--- src/rlm_pkg.sv ---
// Shared constants and types for the RGB LED matrix PWM scanner.
`timescale 1ns / 1ps

package rlm_pkg;

  localparam int ROWS        = 8;
  localparam int COLUMNS     = 8;
  localparam int STORE_DEPTH = 64;
  localparam int IDX_W       = 6;
  localparam int COLOR_W     = 6;
  localparam int POS_W       = 3;
  localparam int QUEUE_DEPTH = 4;
  localparam int QPTR_W      = 2;
  localparam int QCNT_W      = 3;

  localparam logic [15:0] LEVEL_TABLE_RESET = 16'hFFE9;
  localparam logic [7:0]  BYTE_OFF          = 8'hFF;
  localparam logic [7:0]  ROW_TOP           = 8'h80;
  localparam logic [7:0]  COL_NONE          = 8'h00;

  localparam logic CMD_WRITE = 1'b0;
  localparam logic CMD_SCAN  = 1'b1;

  // One scan step handed from the front to the back.
  typedef struct packed {
    logic [COLOR_W-1:0] color;
    logic [POS_W-1:0]   row;
    logic [POS_W-1:0]   col;
    logic               col_wrap;
  } job_t;

endpackage

--- src/rlm_front.sv ---
// Front end: takes input beats, owns the pixel store and the scan position.
`timescale 1ns / 1ps

module rlm_front (
  input  logic                        clk,
  input  logic                        rst_n,
  input  logic                        in_push,
  output logic                        in_full,
  input  logic                        in_cmd,
  input  logic [rlm_pkg::IDX_W-1:0]   in_pixel_index,
  input  logic [rlm_pkg::COLOR_W-1:0] in_pixel_color,
  input  logic [rlm_pkg::QCNT_W-1:0]  q_count_i,
  output logic                        q_push_o,
  output rlm_pkg::job_t               q_job_o
);

  logic [rlm_pkg::COLOR_W-1:0] mem [rlm_pkg::STORE_DEPTH];
  logic [rlm_pkg::STORE_DEPTH-1:0] valid_r;

  logic [rlm_pkg::POS_W-1:0] scan_row_r, scan_row_nxt;
  logic [rlm_pkg::POS_W-1:0] scan_col_r, scan_col_nxt;

  logic                        s1_valid_r;
  logic [rlm_pkg::POS_W-1:0]   s1_row_r, s1_col_r;
  logic                        s1_wrap_r;
  logic [rlm_pkg::COLOR_W-1:0] rd_data_r;
  logic                        rd_hit_r;

  logic                        accept, do_scan, do_write;
  logic                        row_wrap, col_wrap;
  logic [rlm_pkg::IDX_W-1:0]   scan_addr;
  logic [rlm_pkg::QCNT_W-1:0]  pending;

  // Count the beat in the read stage as already queued.
  assign pending  = q_count_i + rlm_pkg::QCNT_W'(s1_valid_r);
  assign in_full  = (pending >= rlm_pkg::QCNT_W'(rlm_pkg::QUEUE_DEPTH));
  assign accept   = in_push && !in_full;
  assign do_scan  = accept && (in_cmd == rlm_pkg::CMD_SCAN);
  assign do_write = accept && (in_cmd == rlm_pkg::CMD_WRITE);

  assign scan_addr = rlm_pkg::IDX_W'(scan_row_r) * rlm_pkg::IDX_W'(rlm_pkg::COLUMNS)
                   + rlm_pkg::IDX_W'(scan_col_r);
  assign row_wrap  = ({1'b0, scan_row_r} + 4'd1) >= 4'(rlm_pkg::ROWS);
  assign col_wrap  = row_wrap && (({1'b0, scan_col_r} + 4'd1) >= 4'(rlm_pkg::COLUMNS));

  always_comb begin
    scan_row_nxt = scan_row_r;
    scan_col_nxt = scan_col_r;
    if (do_scan) begin
      if (row_wrap) begin
        scan_row_nxt = '0;
        scan_col_nxt = col_wrap ? '0 : scan_col_r + 1'b1;
      end else begin
        scan_row_nxt = scan_row_r + 1'b1;
      end
    end
  end

  always_ff @(posedge clk) begin
    if (!rst_n) begin
      valid_r    <= '0;
      scan_row_r <= '0;
      scan_col_r <= '0;
      s1_valid_r <= 1'b0;
    end else begin
      if (do_write) begin
        valid_r[in_pixel_index] <= 1'b1;
      end
      scan_row_r <= scan_row_nxt;
      scan_col_r <= scan_col_nxt;
      s1_valid_r <= do_scan;
    end
  end

  // Pixel store: one write port, one registered read port.
  always_ff @(posedge clk) begin
    if (do_write) begin
      mem[in_pixel_index] <= in_pixel_color;
    end
    if (do_scan) begin
      rd_data_r <= mem[scan_addr];
    end
  end

  always_ff @(posedge clk) begin
    if (do_scan) begin
      rd_hit_r  <= valid_r[scan_addr];
      s1_row_r  <= scan_row_r;
      s1_col_r  <= scan_col_r;
      s1_wrap_r <= col_wrap;
    end
  end

  assign q_push_o         = s1_valid_r;
  assign q_job_o.color    = rd_hit_r ? rd_data_r : '0;
  assign q_job_o.row      = s1_row_r;
  assign q_job_o.col      = s1_col_r;
  assign q_job_o.col_wrap = s1_wrap_r;

  a_scan_enters_read: assert property (@(posedge clk) disable iff (!rst_n)
    do_scan |=> s1_valid_r)
    else $error("scan beat did not reach the read stage");

  a_no_push_when_full: assert property (@(posedge clk) disable iff (!rst_n)
    s1_valid_r |-> (q_count_i < rlm_pkg::QCNT_W'(rlm_pkg::QUEUE_DEPTH)))
    else $error("job pushed into a full queue");

  a_row_in_range: assert property (@(posedge clk) disable iff (!rst_n)
    (4'(scan_row_r) < 4'(rlm_pkg::ROWS)) && (4'(scan_col_r) < 4'(rlm_pkg::COLUMNS)))
    else $error("scan position out of range");

endmodule

--- src/rlm_job_queue.sv ---
// Short queue of scan jobs between the front and the back.
`timescale 1ns / 1ps

module rlm_job_queue (
  input  logic                       clk,
  input  logic                       rst_n,
  input  logic                       push_i,
  input  rlm_pkg::job_t              job_i,
  input  logic                       pop_i,
  output rlm_pkg::job_t              head_o,
  output logic                       nonempty_o,
  output logic [rlm_pkg::QCNT_W-1:0] count_o
);

  rlm_pkg::job_t entries [rlm_pkg::QUEUE_DEPTH];

  logic [rlm_pkg::QPTR_W-1:0] wr_ptr_r, rd_ptr_r;
  logic [rlm_pkg::QCNT_W-1:0] count_r;

  always_ff @(posedge clk) begin
    if (!rst_n) begin
      wr_ptr_r <= '0;
      rd_ptr_r <= '0;
      count_r  <= '0;
    end else begin
      if (push_i) begin
        wr_ptr_r <= wr_ptr_r + 1'b1;
      end
      if (pop_i) begin
        rd_ptr_r <= rd_ptr_r + 1'b1;
      end
      count_r <= count_r + rlm_pkg::QCNT_W'(push_i) - rlm_pkg::QCNT_W'(pop_i);
    end
  end

  always_ff @(posedge clk) begin
    if (push_i) begin
      entries[wr_ptr_r] <= job_i;
    end
  end

  assign head_o     = entries[rd_ptr_r];
  assign nonempty_o = (count_r != '0);
  assign count_o    = count_r;

endmodule

--- src/rlm_back.sv ---
// Back end: expands each scan job into colour packets and the frame blank.
`timescale 1ns / 1ps

module rlm_back (
  input  logic          clk,
  input  logic          rst_n,
  input  logic [15:0]   level_table_i,
  input  logic          q_nonempty_i,
  input  rlm_pkg::job_t q_head_i,
  output logic          q_pop_o,
  output logic          out_empty,
  input  logic          out_pop,
  output logic [7:0]    out_red_byte,
  output logic [7:0]    out_blue_byte,
  output logic [7:0]    out_green_byte,
  output logic [7:0]    out_column_byte,
  output logic          out_last
);

  typedef enum logic [4:0] {
    S_IDLE  = 5'b00001,
    S_RED   = 5'b00010,
    S_GREEN = 5'b00100,
    S_BLUE  = 5'b01000,
    S_OFF   = 5'b10000
  } state_t;

  state_t state_r, state_nxt;
  rlm_pkg::job_t job_r, job_nxt;
  logic [rlm_pkg::POS_W-1:0] frame_r, frame_nxt;

  logic       out_valid_r, out_valid_nxt;
  logic [7:0] red_r, red_nxt, green_r, green_nxt, blue_r, blue_nxt;
  logic [7:0] col_r, col_nxt;
  logic       last_r, last_nxt;

  logic       slot_free;
  logic [1:0] thr;
  logic [7:0] lit, col_sel;

  assign slot_free = !out_valid_r || out_pop;
  assign thr       = 2'(level_table_i >> {frame_r, 1'b0});
  assign lit       = ~(rlm_pkg::ROW_TOP >> job_r.row);
  assign col_sel   = 8'h01 << job_r.col;

  always_comb begin
    state_nxt     = state_r;
    job_nxt       = job_r;
    frame_nxt     = frame_r;
    q_pop_o       = 1'b0;
    out_valid_nxt = out_valid_r && !out_pop;
    red_nxt       = red_r;
    green_nxt     = green_r;
    blue_nxt      = blue_r;
    col_nxt       = col_r;
    last_nxt      = last_r;

    case (state_r)
      S_IDLE: begin
        if (q_nonempty_i) begin
          q_pop_o   = 1'b1;
          job_nxt   = q_head_i;
          state_nxt = S_RED;
        end
      end
      S_RED: begin
        if (slot_free) begin
          out_valid_nxt = 1'b1;
          red_nxt   = (job_r.color[5:4] >= thr) ? lit : rlm_pkg::BYTE_OFF;
          green_nxt = rlm_pkg::BYTE_OFF;
          blue_nxt  = rlm_pkg::BYTE_OFF;
          col_nxt   = col_sel;
          last_nxt  = 1'b0;
          state_nxt = S_GREEN;
        end
      end
      S_GREEN: begin
        if (slot_free) begin
          out_valid_nxt = 1'b1;
          red_nxt   = rlm_pkg::BYTE_OFF;
          green_nxt = (job_r.color[3:2] >= thr) ? lit : rlm_pkg::BYTE_OFF;
          blue_nxt  = rlm_pkg::BYTE_OFF;
          col_nxt   = col_sel;
          last_nxt  = 1'b0;
          state_nxt = S_BLUE;
        end
      end
      S_BLUE: begin
        if (slot_free) begin
          out_valid_nxt = 1'b1;
          red_nxt   = rlm_pkg::BYTE_OFF;
          green_nxt = rlm_pkg::BYTE_OFF;
          blue_nxt  = (job_r.color[1:0] >= thr) ? lit : rlm_pkg::BYTE_OFF;
          col_nxt   = col_sel;
          last_nxt  = !job_r.col_wrap;
          if (job_r.col_wrap) begin
            state_nxt = S_OFF;
          end else if (q_nonempty_i) begin
            q_pop_o   = 1'b1;
            job_nxt   = q_head_i;
            state_nxt = S_RED;
          end else begin
            state_nxt = S_IDLE;
          end
        end
      end
      S_OFF: begin
        if (slot_free) begin
          out_valid_nxt = 1'b1;
          red_nxt   = rlm_pkg::BYTE_OFF;
          green_nxt = rlm_pkg::BYTE_OFF;
          blue_nxt  = rlm_pkg::BYTE_OFF;
          col_nxt   = rlm_pkg::COL_NONE;
          last_nxt  = 1'b1;
          frame_nxt = frame_r + 1'b1;
          if (q_nonempty_i) begin
            q_pop_o   = 1'b1;
            job_nxt   = q_head_i;
            state_nxt = S_RED;
          end else begin
            state_nxt = S_IDLE;
          end
        end
      end
      default: begin
        state_nxt = S_IDLE;
      end
    endcase
  end

  always_ff @(posedge clk) begin
    if (!rst_n) begin
      state_r     <= S_IDLE;
      frame_r     <= '0;
      out_valid_r <= 1'b0;
    end else begin
      state_r     <= state_nxt;
      frame_r     <= frame_nxt;
      out_valid_r <= out_valid_nxt;
    end
  end

  always_ff @(posedge clk) begin
    job_r   <= job_nxt;
    red_r   <= red_nxt;
    green_r <= green_nxt;
    blue_r  <= blue_nxt;
    col_r   <= col_nxt;
    last_r  <= last_nxt;
  end

  assign out_empty       = !out_valid_r;
  assign out_red_byte    = red_r;
  assign out_green_byte  = green_r;
  assign out_blue_byte   = blue_r;
  assign out_column_byte = col_r;
  assign out_last        = last_r;

  a_pop_needs_job: assert property (@(posedge clk) disable iff (!rst_n)
    q_pop_o |-> q_nonempty_i)
    else $error("job popped from an empty queue");

  a_blank_after_wrap: assert property (@(posedge clk) disable iff (!rst_n)
    (state_r == S_OFF) |-> job_r.col_wrap)
    else $error("frame blank without a frame wrap");

  a_frame_steps_on_blank: assert property (@(posedge clk) disable iff (!rst_n)
    (frame_r != $past(frame_r)) |-> ($past(state_r) == S_OFF))
    else $error("frame count moved outside the blank packet");

  a_result_held: assert property (@(posedge clk) disable iff (!rst_n)
    (out_valid_r && !out_pop) |=> out_valid_r)
    else $error("waiting result dropped");

endmodule

--- src/rgb_led_matrix_pwm_scanner.sv ---
// Top level of the RGB LED matrix PWM scanner.
`timescale 1ns / 1ps

// Single-LED PWM scanner for an 8x8 RGB matrix fed through four chained
// shift-register bytes. Push a write beat (in_cmd = 0) to store a 6-bit
// colour at in_pixel_index; it produces no result. Push a scan beat
// (in_cmd = 1) to light the next pixel in column-major order: it yields
// red, green and blue packets (one component each, active-low row bytes,
// one-hot column byte), and on the last pixel of a frame a fourth all-off
// packet that also steps the 3-bit frame counter. out_last marks the final
// packet of each scan beat. A component is lit when its 2-bit level reaches
// the frame's threshold in cfg_data's table. The back end sends one packet
// per cycle while results are popped, so a scan beat occupies it for three
// packets, four at a frame wrap; that packet serializer sets the sustained
// rate. The front end reads the pixel store (registered read) and hands jobs
// over through a four-entry queue, so writes and scans keep flowing until it
// fills while the back end works or the result side stalls. The pixel store
// reads as dark right out of reset through per-pixel valid bits; no
// clearing pass is needed. Write cfg_data only while the block is idle.
module rgb_led_matrix_pwm_scanner (
  input  logic                        clk,
  input  logic                        rst_n,
  input  logic                        in_push,
  output logic                        in_full,
  input  logic                        in_cmd,
  input  logic [rlm_pkg::IDX_W-1:0]   in_pixel_index,
  input  logic [rlm_pkg::COLOR_W-1:0] in_pixel_color,
  output logic                        out_empty,
  input  logic                        out_pop,
  output logic [7:0]                  out_red_byte,
  output logic [7:0]                  out_blue_byte,
  output logic [7:0]                  out_green_byte,
  output logic [7:0]                  out_column_byte,
  output logic                        out_last,
  input  logic                        cfg_we,
  input  logic [15:0]                 cfg_data
);

  logic [15:0] level_table_r;

  logic                       q_push, q_pop, q_nonempty;
  logic [rlm_pkg::QCNT_W-1:0] q_count;
  rlm_pkg::job_t              q_job, q_head;

  // Hold the threshold table; load it on a config beat.
  always_ff @(posedge clk) begin
    if (!rst_n) begin
      level_table_r <= rlm_pkg::LEVEL_TABLE_RESET;
    end else if (cfg_we) begin
      level_table_r <= cfg_data;
    end
  end

  rlm_front u_front (
    .clk            (clk),
    .rst_n          (rst_n),
    .in_push        (in_push),
    .in_full        (in_full),
    .in_cmd         (in_cmd),
    .in_pixel_index (in_pixel_index),
    .in_pixel_color (in_pixel_color),
    .q_count_i      (q_count),
    .q_push_o       (q_push),
    .q_job_o        (q_job)
  );

  rlm_job_queue u_queue (
    .clk        (clk),
    .rst_n      (rst_n),
    .push_i     (q_push),
    .job_i      (q_job),
    .pop_i      (q_pop),
    .head_o     (q_head),
    .nonempty_o (q_nonempty),
    .count_o    (q_count)
  );

  rlm_back u_back (
    .clk             (clk),
    .rst_n           (rst_n),
    .level_table_i   (level_table_r),
    .q_nonempty_i    (q_nonempty),
    .q_head_i        (q_head),
    .q_pop_o         (q_pop),
    .out_empty       (out_empty),
    .out_pop         (out_pop),
    .out_red_byte    (out_red_byte),
    .out_blue_byte   (out_blue_byte),
    .out_green_byte  (out_green_byte),
    .out_column_byte (out_column_byte),
    .out_last        (out_last)
  );

endmodule

--- config.mk ---
export PLATFORM = sky130hd
export DESIGN_NAME = rgb_led_matrix_pwm_scanner
export DESIGN_NICKNAME = d
export VERILOG_FILES = /design/src/rlm_pkg.sv /design/src/rlm_front.sv /design/src/rlm_job_queue.sv /design/src/rlm_back.sv /design/src/rgb_led_matrix_pwm_scanner.sv
export SDC_FILE = /design/constraint.sdc
export NUM_CORES = 1
export LEC_CHECK = 0
export BUFFER_PORTS_ARGS = -buffer_cell sky130_fd_sc_hd__buf_2
export CORE_ASPECT_RATIO = 1.25
export CORE_MARGIN = 3
export CORE_UTILIZATION = 45
export CTS_CLUSTER_SIZE = 28
export DETAILED_ROUTE_END_ITERATION = 10
export HOLD_SLACK_MARGIN = 0.12
export PLACE_DENSITY = 0.72
export SKIP_LAST_GASP = 1
export SLEW_MARGIN = 0
export SYNTH_ARGS = -nofsm -noshare
export SYNTH_HDL_FRONTEND = slang
export SYNTH_SLANG_ARGS = --single-unit
--- constraint.sdc ---
create_clock -name clk -period 2.6 [get_ports clk]
set_input_delay 0.26 -clock clk [delete_from_list [all_inputs] [get_ports clk]]
set_output_delay 0.26 -clock clk [all_outputs]
set_load 0.02 [all_outputs]
# Yosys cells after proc, flatten, opt, wreduce, memory -nomap -nowiden
# Memory sizes are Yosys's and may differ from the RTL's. A register that Yosys moved wholly into a read port is not among the register bits.
# Index checks and enable logic that the tools add are counted.
# totals
register_bits,157
latchBits,0
mem_bits_rw,436
rom_bits,0
input_bits,34
out_inout_bits,35
wordCells,153
n_memories,2
# mem_list
name,words,width,read_ports,rd_ports_with_merged_regs,write_ports,line,source
u_front.mem,64,6,1,1,1,rlm_front.sv:17,logic [rlm_pkg::COLOR_W-1:0] mem [rlm_pkg::STORE_DEPTH];
u_queue.entries,4,13,1,1,1,rlm_job_queue.sv:15,rlm_pkg::job_t entries [rlm_pkg::QUEUE_DEPTH];
# op_classes
n_addsub,10
mul,0
div,0
order_cmp,9
eq_ne,17
shifts,3
muxes,51
bitwise,3
n_reduce_logical,34
# ops
operator,n
$mux 8,9
$mux 13,5
$or 64x64->64,1
$pmux 8 s2,4
$pmux 13 s3,1
$mux 5,6
$pmux 5 s5,1
$ne 2x1->1 const B,9
$shr 16x4->2,1
$mux 1,15
$reduce_and 3->1,5
$lt 6x7->1 const B,2
$reduce_or 3->1,4
$reduce_and 5->1,2
$add 3x1->3 const B,3
$reduce_bool 3->1,3
$add 3x1->4 const B,2
$ge 4x4->1 const B,2
$not 8->8,1
$reduce_bool 2->1,4
$shl 1x3->8 const A,1
$shr 8x3->8 const A,1
$add 6x3->6,1
$bmux 1 s6,1
other kinds (25),43

# Depth between registers and ports, before layout
# Gate-level depths: netlist of the first run.
# depth
depth_word,7
mapped_depth,8
mapped_depth_nobuf,8

# Modules after synthesis
# From an unflattened synthesis of the first run, not the netlist that was laid out.
# hier_totals
hier_cells,1418
area_unflattened_um2,23774.1
# modules_own_cells
module,instances,cells_each,area_each_um2,seq_area_each_um2
rlm_front,1,1035,18215.0,13372.8
rlm_back,1,223,2656.3,1561.5
rlm_job_queue,1,109,2319.7,1741.7
rgb_led_matrix_pwm_scanner,1,51,583.1,320.3

# Worst setup path after synthesis of the first run
# OpenSTA, ideal clock, no wires.
# synth_path
path_kind,register -> register
from,register u_back.frame_r[0] in the netlist's numbering
to,"register u_back.green_r[0], in the netlist u_back.out_green_byte[0] (data pin)"
setup_ps,274
t_arrival_ps,2297
t_required_ps,2326
slack_ps,29
path_stages_with_launch,9
path_buffers,1
period_less_slack_ps,2571
path_cell_list,dfxtp_1 > clkbuf_1 > mux4_2 > mux2_2 > ha_1 > nand2b_1 > a21oi_1 > nor4_2 > nand2_1
# synth_between
elab_chain_len,5
# synth_lines
item,line,source
start: declaration,rlm_back.sv:30,"logic [rlm_pkg::POS_W-1:0] frame_r, frame_nxt;"
start signal: assignment,rlm_back.sv:138,frame_r <= frame_nxt;
$shr 16x4->2,rlm_back.sv:42,"assign thr = 2'(level_table_i >> {frame_r, 1'b0});"
$ge 2x2->1,rlm_back.sv:81,green_nxt = (job_r.color[3:2] >= thr) ? lit : rlm_pkg::BYTE_OFF;
$mux 8,rlm_back.sv:81,
$mux 8,rlm_back.sv:78,if (slot_free) begin
$pmux 8 s2,rlm_back.sv:58,case (state_r)
end signal: assignment,rlm_back.sv:146,green_r <= green_nxt;
end: declaration,rlm_back.sv:33,"logic [7:0] red_r, red_nxt, green_r, green_nxt, blue_r, blue_nxt;"
# Every way passes these cells. The select of a mux whose other input is x is not followed.
# A chain may end at the register's enable or synchronous reset.

# Final worst setup path of the first run
# layout_path
from,register u_front.scan_col_r[0] in the netlist's numbering
to,"register u_front.rd_data_r[3] in the netlist's numbering, read port of u_front.mem (data pin)"
# layout_between
elab_chain_len,1
# layout_lines
item,line,source
start: declaration,rlm_front.sv:21,"logic [rlm_pkg::POS_W-1:0] scan_col_r, scan_col_nxt;"
start signal: assignment,rlm_front.sv:70,scan_col_r <= scan_col_nxt;
$add 6x3->6,rlm_front.sv:42,+ rlm_pkg::IDX_W'(scan_col_r);
end: declaration,rlm_front.sv:26,logic [rlm_pkg::COLOR_W-1:0] rd_data_r;
# Every way passes these cells.

==> results of run 1 <==
critical path, cell delays in order (launching register included):
cell       delay (ps)
dfxtp_4           500
buf_12            210
buf_4             200
mux4_2            550
a2111oi_1         670
nor3_1            110
where the power goes:
part | internal, mW | switching, mW
logic | 0.770 | 1.13
clock network | 5.21 | 3.56
registers | 10.8 | 0.227
total | 16.8 | 4.92
routing by layer:
layer  global-route usage, %  vias to the layer above
li1                        -                     5687
met1                    22.6                     6436
met2                    32.7                      420
met3                    3.63                      103
met4                    7.38                        4
met5                       0                        -
cell type report:
class | instances | share of cell area [%]
inverter | 12 | 0.162
multi-input combinational | 650 | 22.0
clock buffer | 75 | 5.56
sequential | 601 | 61.2
tap | 658 | 2.97
clock inverter | 31 | 1.67
timing repair buffer | 235 | 6.44
flip-flops by register name, summed over array words and instances, names as in the netlist, 5 cells and up, named ones only:
name and flops:
u_front.valid_r 64, u_back.state_r 5, u_front.mem 384, level_table_r 16, u_back.out_red_byte 8, u_back.out_blue_byte 8
u_queue.entries 52, u_back.job_r 13, u_front.rd_data_r 6, u_back.out_green_byte 8, u_back.out_column_byte 8
Yosys cell counts (18+ instances only):
library cell,number,area [µm²]
mux4_2,129,2910
o21a_1,65,488
mux2i_1,30,300
nor2_1,111,417
nor2b_1,19,119
a22oi_1,30,225
nand3_1,20,100
clkbuf_1,37,139
edfxtp_1,496,14900
nor3_1,18,90.1
nand2_1,76,285
dfxtp_1,105,2100
cells by family after synthesis:
family	after synthesis	share of synthesized area, %
flip-flops	601	72.4
AND/OR/NAND/NOR	299	5.94
AO/OA/AOI/OAI	162	4.84
multiplexers	162	13.8
buffers and inverters	84	1.74
adder cells (fa/ha/maj)	17	0.906
XOR/XNOR	10	0.373
per-stage QoR:
step                cells  power, mW  TNS, ps
finish               2262       21.7        0
global route         2262       22.5        0
CTS                  2257       21.9    -37.9
detailed placement   2119       13.1     -479
global placement     2119       13.0     -436
floorplan            1335       12.4        0
worst max path at each step:
| stage | start | end | cells after the start |
|---|---|---|---|
| global placement | u_front.scan_col_r[0]$_SDFFE_PN0P_ | u_front.rd_hit_r$_DFFE_PP_ | 4 |
| global route | u_front.q_push_o$_SDFF_PN0_ | u_front.mem[50][5]$_DFFE_PP_ | 11 |
| finish | u_front.scan_col_r[0]$_SDFFE_PN0P_ | u_front.rd_data_r[3]$_DFFE_PP_ | 5 |
| detailed placement | u_front.scan_col_r[0]$_SDFFE_PN0P_ | u_front.rd_data_r[2]$_DFFE_PP_ | 6 |
| CTS | u_front.scan_col_r[0]$_SDFFE_PN0P_ | u_front.rd_data_r[2]$_DFFE_PP_ | 6 |
| floorplan | u_back.frame_r[0]$_SDFFE_PN0P_ | u_back.out_green_byte[0]$_SDFFCE_PP1P_ | 8 |
timing repair:
item | CTS | global route
buffers inserted | 0 | 5
cloned | 0 | 0
hold endpoints to repair | 21 | 0
resized for setup | 5 | 5
hold buffers | 32 | 0
setup endpoints to repair | 5 | 83
==> flow_summary.json, run 1 <==
{
  "cp-end-kind": "register",
  "multiInputGateArea_um2": 6100,
  "clkLatencyLatePin_ps": 620,
  "synthArstFlopShare_pct": 0,
  "grt_max_degree": 65,
  "layout_common_cells": "edfxtp_1 (496), mux4_2 (129), buf_4 (126)",
  "fmax_mhz": 397,
  "core_area_um2": 51000,
  "cp-start-kind": "register",
  "period_needed_ps": 2520,
  "rrSetupSlack_ps": 80,
  "maxCapViolCount": 0,
  "start_util_pct": 46.0,
  "vias": 12700,
  "syn_to_final_growth_pct": 18.3,
  "critPathMaxFanout": 13,
  "h-tree-depth": 2,
  "slew_headroom_pct": 45.5,
  "power_leakage_nw": 9.19,
  "drcViolationCount": 0,
  "hold_depth": 4,
  "finClkSkew_ps": 25.9,
  "rsz0062_at_grt": "no",
  "synthCells": 1335,
  "cp.required_ps": 2940,
  "wl_met2_mm": 26.0,
  "ys_types": 53,
  "grt_usage_pct": 18.5,
  "seqCellArea_um2": 17000,
  "num-fill-cells": 3865,
  "path_clk_slew_ps": 70,
  "min-delay-start": "in_cmd",
  "place.gp.congestion": 0.846,
  "worst_slack_ps": 81.8,
  "finalSetupViolations": 0,
  "holdPathEnd": "u_front.scan_col_r[0]$_SDFFE_PN0P_",
  "routedWlPerCell_um": 22.3,
  "design_area_um2": 27800,
  "drtPass1Iterations": 7,
  "grt_overflow": 0,
  "wirelength_mm": 50.5,
  "met3WireLength_mm": 2.72,
  "synth_flop_cell": "edfxtp_1",
  "syn-cell-area_um2": 23500,
  "tightest_slew_ps": 815,
  "arrival_ps": 2860,
  "num_rows": 92,
  "syn_area_per_cell_um2": 17.6,
  "hold_slack_ps": 178,
  "final_common_cell": "edfxtp_1",
  "yosysSeqAreaShare_pct": 72.4,
  "yosys_warnings": 0,
  "yosys_register_bits": 601,
  "path_class": "reg -> reg",
  "viasPerCell": 5.59,
  "reg2reg_to": "u_front.rd_data_r[3]$_DFFE_PP_",
  "finalHoldViolCount": 0,
  "final_max_slew_viol_count": 0,
  "die_h_um": 261,
  "boundaryPins": 69,
  "synth_nets": 1386,
  "fin_util_pct": 54.4,
  "die_w_um": 210,
  "power.density_nw_per_um2": 783,
  "root_buffer": "clkbuf_16",
  "reg2reg_depth": 5,
  "top_layer": "met5",
  "cts.sinks": 601,
  "grt_antenna_before_repair": 2,
  "min_period_over_period_pct": 96.9,
  "drive_gt1_share_pct": 27.1,
  "cts.path.max_buffers": 3,
  "first_global_vias": 13100,
  "reg2reg_from": "u_front.scan_col_r[0]$_SDFFE_PN0P_",
  "ant_nets": 0,
  "diodes": 0,
  "hpwl_mm": 32.6,
  "place_area_um2": 25400,
  "dp_slack_ps": -149,
  "peakVddDrop_mv": 0.628,
  "hold_path.class": "in -> reg",
  "wl_met1_mm": 19.8,
  "cts_tree": "done",
  "outcome": "finished, final reports clean",
  "cts_made_buffers": 56,
  "port_buffers": 68,
  "nNetsFinal": 1607,
  "synth_edf_count": 496,
  "grt_pass1_wl_mm": 77.4,
  "drt_iter0_markers": 1095,
  "die_area_um2": 55000
}
No activity file was read; power rests on OpenSTA's default activity.
==> run 2: changes to the inputs <==
--- a/config.mk
+++ b/config.mk
@@ -6,13 +6,15 @@
 export NUM_CORES = 1
 export LEC_CHECK = 0
 export BUFFER_PORTS_ARGS = -buffer_cell sky130_fd_sc_hd__buf_2
+export CELL_PAD_IN_SITES_DETAIL_PLACEMENT = 2
+export CELL_PAD_IN_SITES_GLOBAL_PLACEMENT = 2
 export CORE_ASPECT_RATIO = 1.25
-export CORE_MARGIN = 3
-export CORE_UTILIZATION = 45
+export CORE_MARGIN = 2
+export CORE_UTILIZATION = 43
 export CTS_CLUSTER_SIZE = 28
 export DETAILED_ROUTE_END_ITERATION = 10
 export HOLD_SLACK_MARGIN = 0.12
-export PLACE_DENSITY = 0.72
+export PLACE_DENSITY = 0.85
 export SKIP_LAST_GASP = 1
 export SLEW_MARGIN = 0
 export SYNTH_ARGS = -nofsm -noshare
==> run 2 against run 1 <==
  * Cell count increased by 3.0%
  * Non-clock buffer count down 9
  * Utilization down 2.9 points
  * Hold slack got worse by 7.1 ps
  * Sequential cell count unchanged
  * Clock power shrank 1%
  * Combinational power increased by 12%
  * Critical path depth up 2
  * Maximum frequency down 2.0%
  * Critical endpoint is now u_front.mem[26][3]$_DFFE_PP_
==> flow_summary.json, run 2 (same netlist as run 1, synthesis figures left out) <==
{
  "outcome": "finished, final reports clean",
  "root_buffer": "clkbuf_16",
  "fmax_mhz": 389,
  "wirelength_mm": 67.3,
  "die_h_um": 265,
  "cp-end-kind": "register",
  "hold_path.class": "in -> reg",
  "drive_gt1_share_pct": 27.0,
  "h-tree-depth": 2,
  "cp-start-kind": "register",
  "first_global_vias": 14900,
  "power_leakage_nw": 9.15,
  "final_common_cell": "edfxtp_1",
  "grt_pass1_wl_mm": 101,
  "cts.path.max_buffers": 3,
  "core_area_um2": 53800,
  "design_area_um2": 27800,
  "drcViolationCount": 0,
  "finalHoldViolCount": 0,
  "die_area_um2": 56500,
  "max_stage_delay_ps": 450,
  "fin_util_pct": 51.6,
  "path_clk_slew_ps": 70,
  "path_class": "reg -> reg",
  "die_w_um": 213,
  "arrival_ps": 2920,
  "total_power_mw": 21.9,
  "drtPass1Iterations": 5,
  "top_regs": "u_front.mem x384, u_front.valid_r x64, u_queue.entries x52",
  "cts_tree": "done",
  "place_area_um2": 25400,
  "tightest_slew_ps": 938,
  "syn_to_final_growth_pct": 18.3,
  "drt_iter0_markers": 962,
  "min_period_over_period_pct": 98.9,
  "cts_made_buffers": 60,
  "power.density_nw_per_um2": 789,
  "peakVddDrop_mv": 0.646,
  "slew_headroom_pct": 37.5,
  "critical_path.startpoint": "u_front.q_push_o$_SDFF_PN0_",
  "cp-endpoint": "u_front.mem[26][3]$_DFFE_PP_",
  "rrSetupSlack_ps": 30,
  "nNetsFinal": 1602,
  "final_max_slew_viol_count": 0,
  "routedWlPerCell_um": 28.9,
  "reg2reg_from": "u_front.q_push_o$_SDFF_PN0_",
  "hold_slack_ps": 170,
  "grt_antenna_before_repair": 1,
  "ant_nets": 0,
  "start_util_pct": 43.6,
  "cts.sinks": 601,
  "period_needed_ps": 2570,
  "place.gp.congestion": 0.826,
  "hold_depth": 1,
  "port_buffers": 68,
  "boundaryPins": 69,
  "crit_chain": "ha_1, ha_1, xnor2_2, and4b_1, nand2_1, nor2_1, buf_4",
  "finClkSkew_ps": 21.9,
  "grt_usage_pct": 24.6,
  "worst_path_most_repeated_cell": "ha_1",
  "vias": 13200,
  "maxCapViolCount": 0,
  "reg2reg_to": "u_front.mem[26][3]$_DFFE_PP_",
  "finalSetupViolations": 0,
  "viasPerCell": 5.69,
  "crit_path_top_delay_cell": "and4b_1",
  "layout_common_cells": "edfxtp_1 (496), mux4_2 (129), buf_4 (117)",
  "dp_slack_ps": -31.9,
  "num-fill-cells": 4761,
  "grt_max_degree": 72,
  "reg2reg_depth": 7,
  "hpwl_mm": 45.7,
  "regMostFlops": "u_front.mem",
  "worst_slack_ps": 29.4,
  "diodes": 0,
  "largest_reg_flops": 384,
  "num_rows": 95,
  "cp.required_ps": 2950,
  "clkLatencyLatePin_ps": 640,
  "critPathMaxFanout": 8,
  "grt_overflow": 0
}
## run 2: cell types whose count changed in the layout (fill, tap and decap cells not counted), sizes merged
cell         delta
buf             -8
bufinv          -6
clkbuf          +6
clkinv          +8
dlygate4sd3     -1
inv             -1
## run 2: per-layer routing
metal  global-route usage (%)  wire length [µm]
met5                        0                13
met4                     8.88              2600
met3                     3.73              3240
met2                     46.0             37100
met1                     28.3             24300
## run 2: worst min-delay path by stage
stage / slack, ps / from / to
after floorplan: 360 / in_pixel_color[0] / u_front.mem[0][0]$_DFFE_PP_
after global placement: 440 / u_front.valid_r[47]$_SDFFE_PN0P_ / u_front.valid_r[47]$_SDFFE_PN0P_
after detailed placement: 450 / u_front.valid_r[30]$_SDFFE_PN0P_ / u_front.valid_r[30]$_SDFFE_PN0P_
after CTS: 160 / cfg_we / level_table_r[1]$_SDFFE_PN0P_
after global routing: 180 / in_pixel_color[3] / u_front.mem[21][3]$_DFFE_PP_
final: 170 / in_pixel_color[3] / u_front.mem[21][3]$_DFFE_PP_
## run 2: worst max-delay path: cells and delay by family, from the launching register on
family                   cells  cell delay (ps)
AND/OR/NAND/NOR              3             1060
adder cells (fa/ha/maj)      2              420
flip-flops                   1              330
XOR/XNOR                     1              250
buffers and inverters        1              230
## run 2: layout make-up
| type | count | area, µm² | area share [%] |
|---|---|---|---|
| clock buffer | 81 | 1670 | 6.02 |
| timing repair buffer | 226 | 1730 | 6.23 |
| sequential | 601 | 17000 | 61.3 |
| tap | 727 | 910 | 3.28 |
| multi-input combinational | 650 | 6110 | 22.0 |
| clock inverter | 32 | 290 | 1.05 |
| inverter | 12 | 45.0 | 0.162 |
## run 2: timing repair
item	in CTS	in global routing
endpoints found under the setup margin	77	169
setup buffers	0	5
hold buffers	31	0
gates cloned	0	0
resized for setup	5	7
hold endpoints to repair	28	0
## run 2: power breakdown
part           total [mW]  switching, mW  internal, mW
sequential           11.1          0.249          10.8
combinational        2.13           1.34         0.790
clock                8.68           3.77          4.91
total                21.9           5.36          16.5
## run 2: stage by stage
stage	std cells	setup TNS, ps
after CTS	2324	0
after global routing	2329	-1830
final	2329	0
after detailed placement	2180	-237
after floorplan	1335	0
after global placement	2180	0
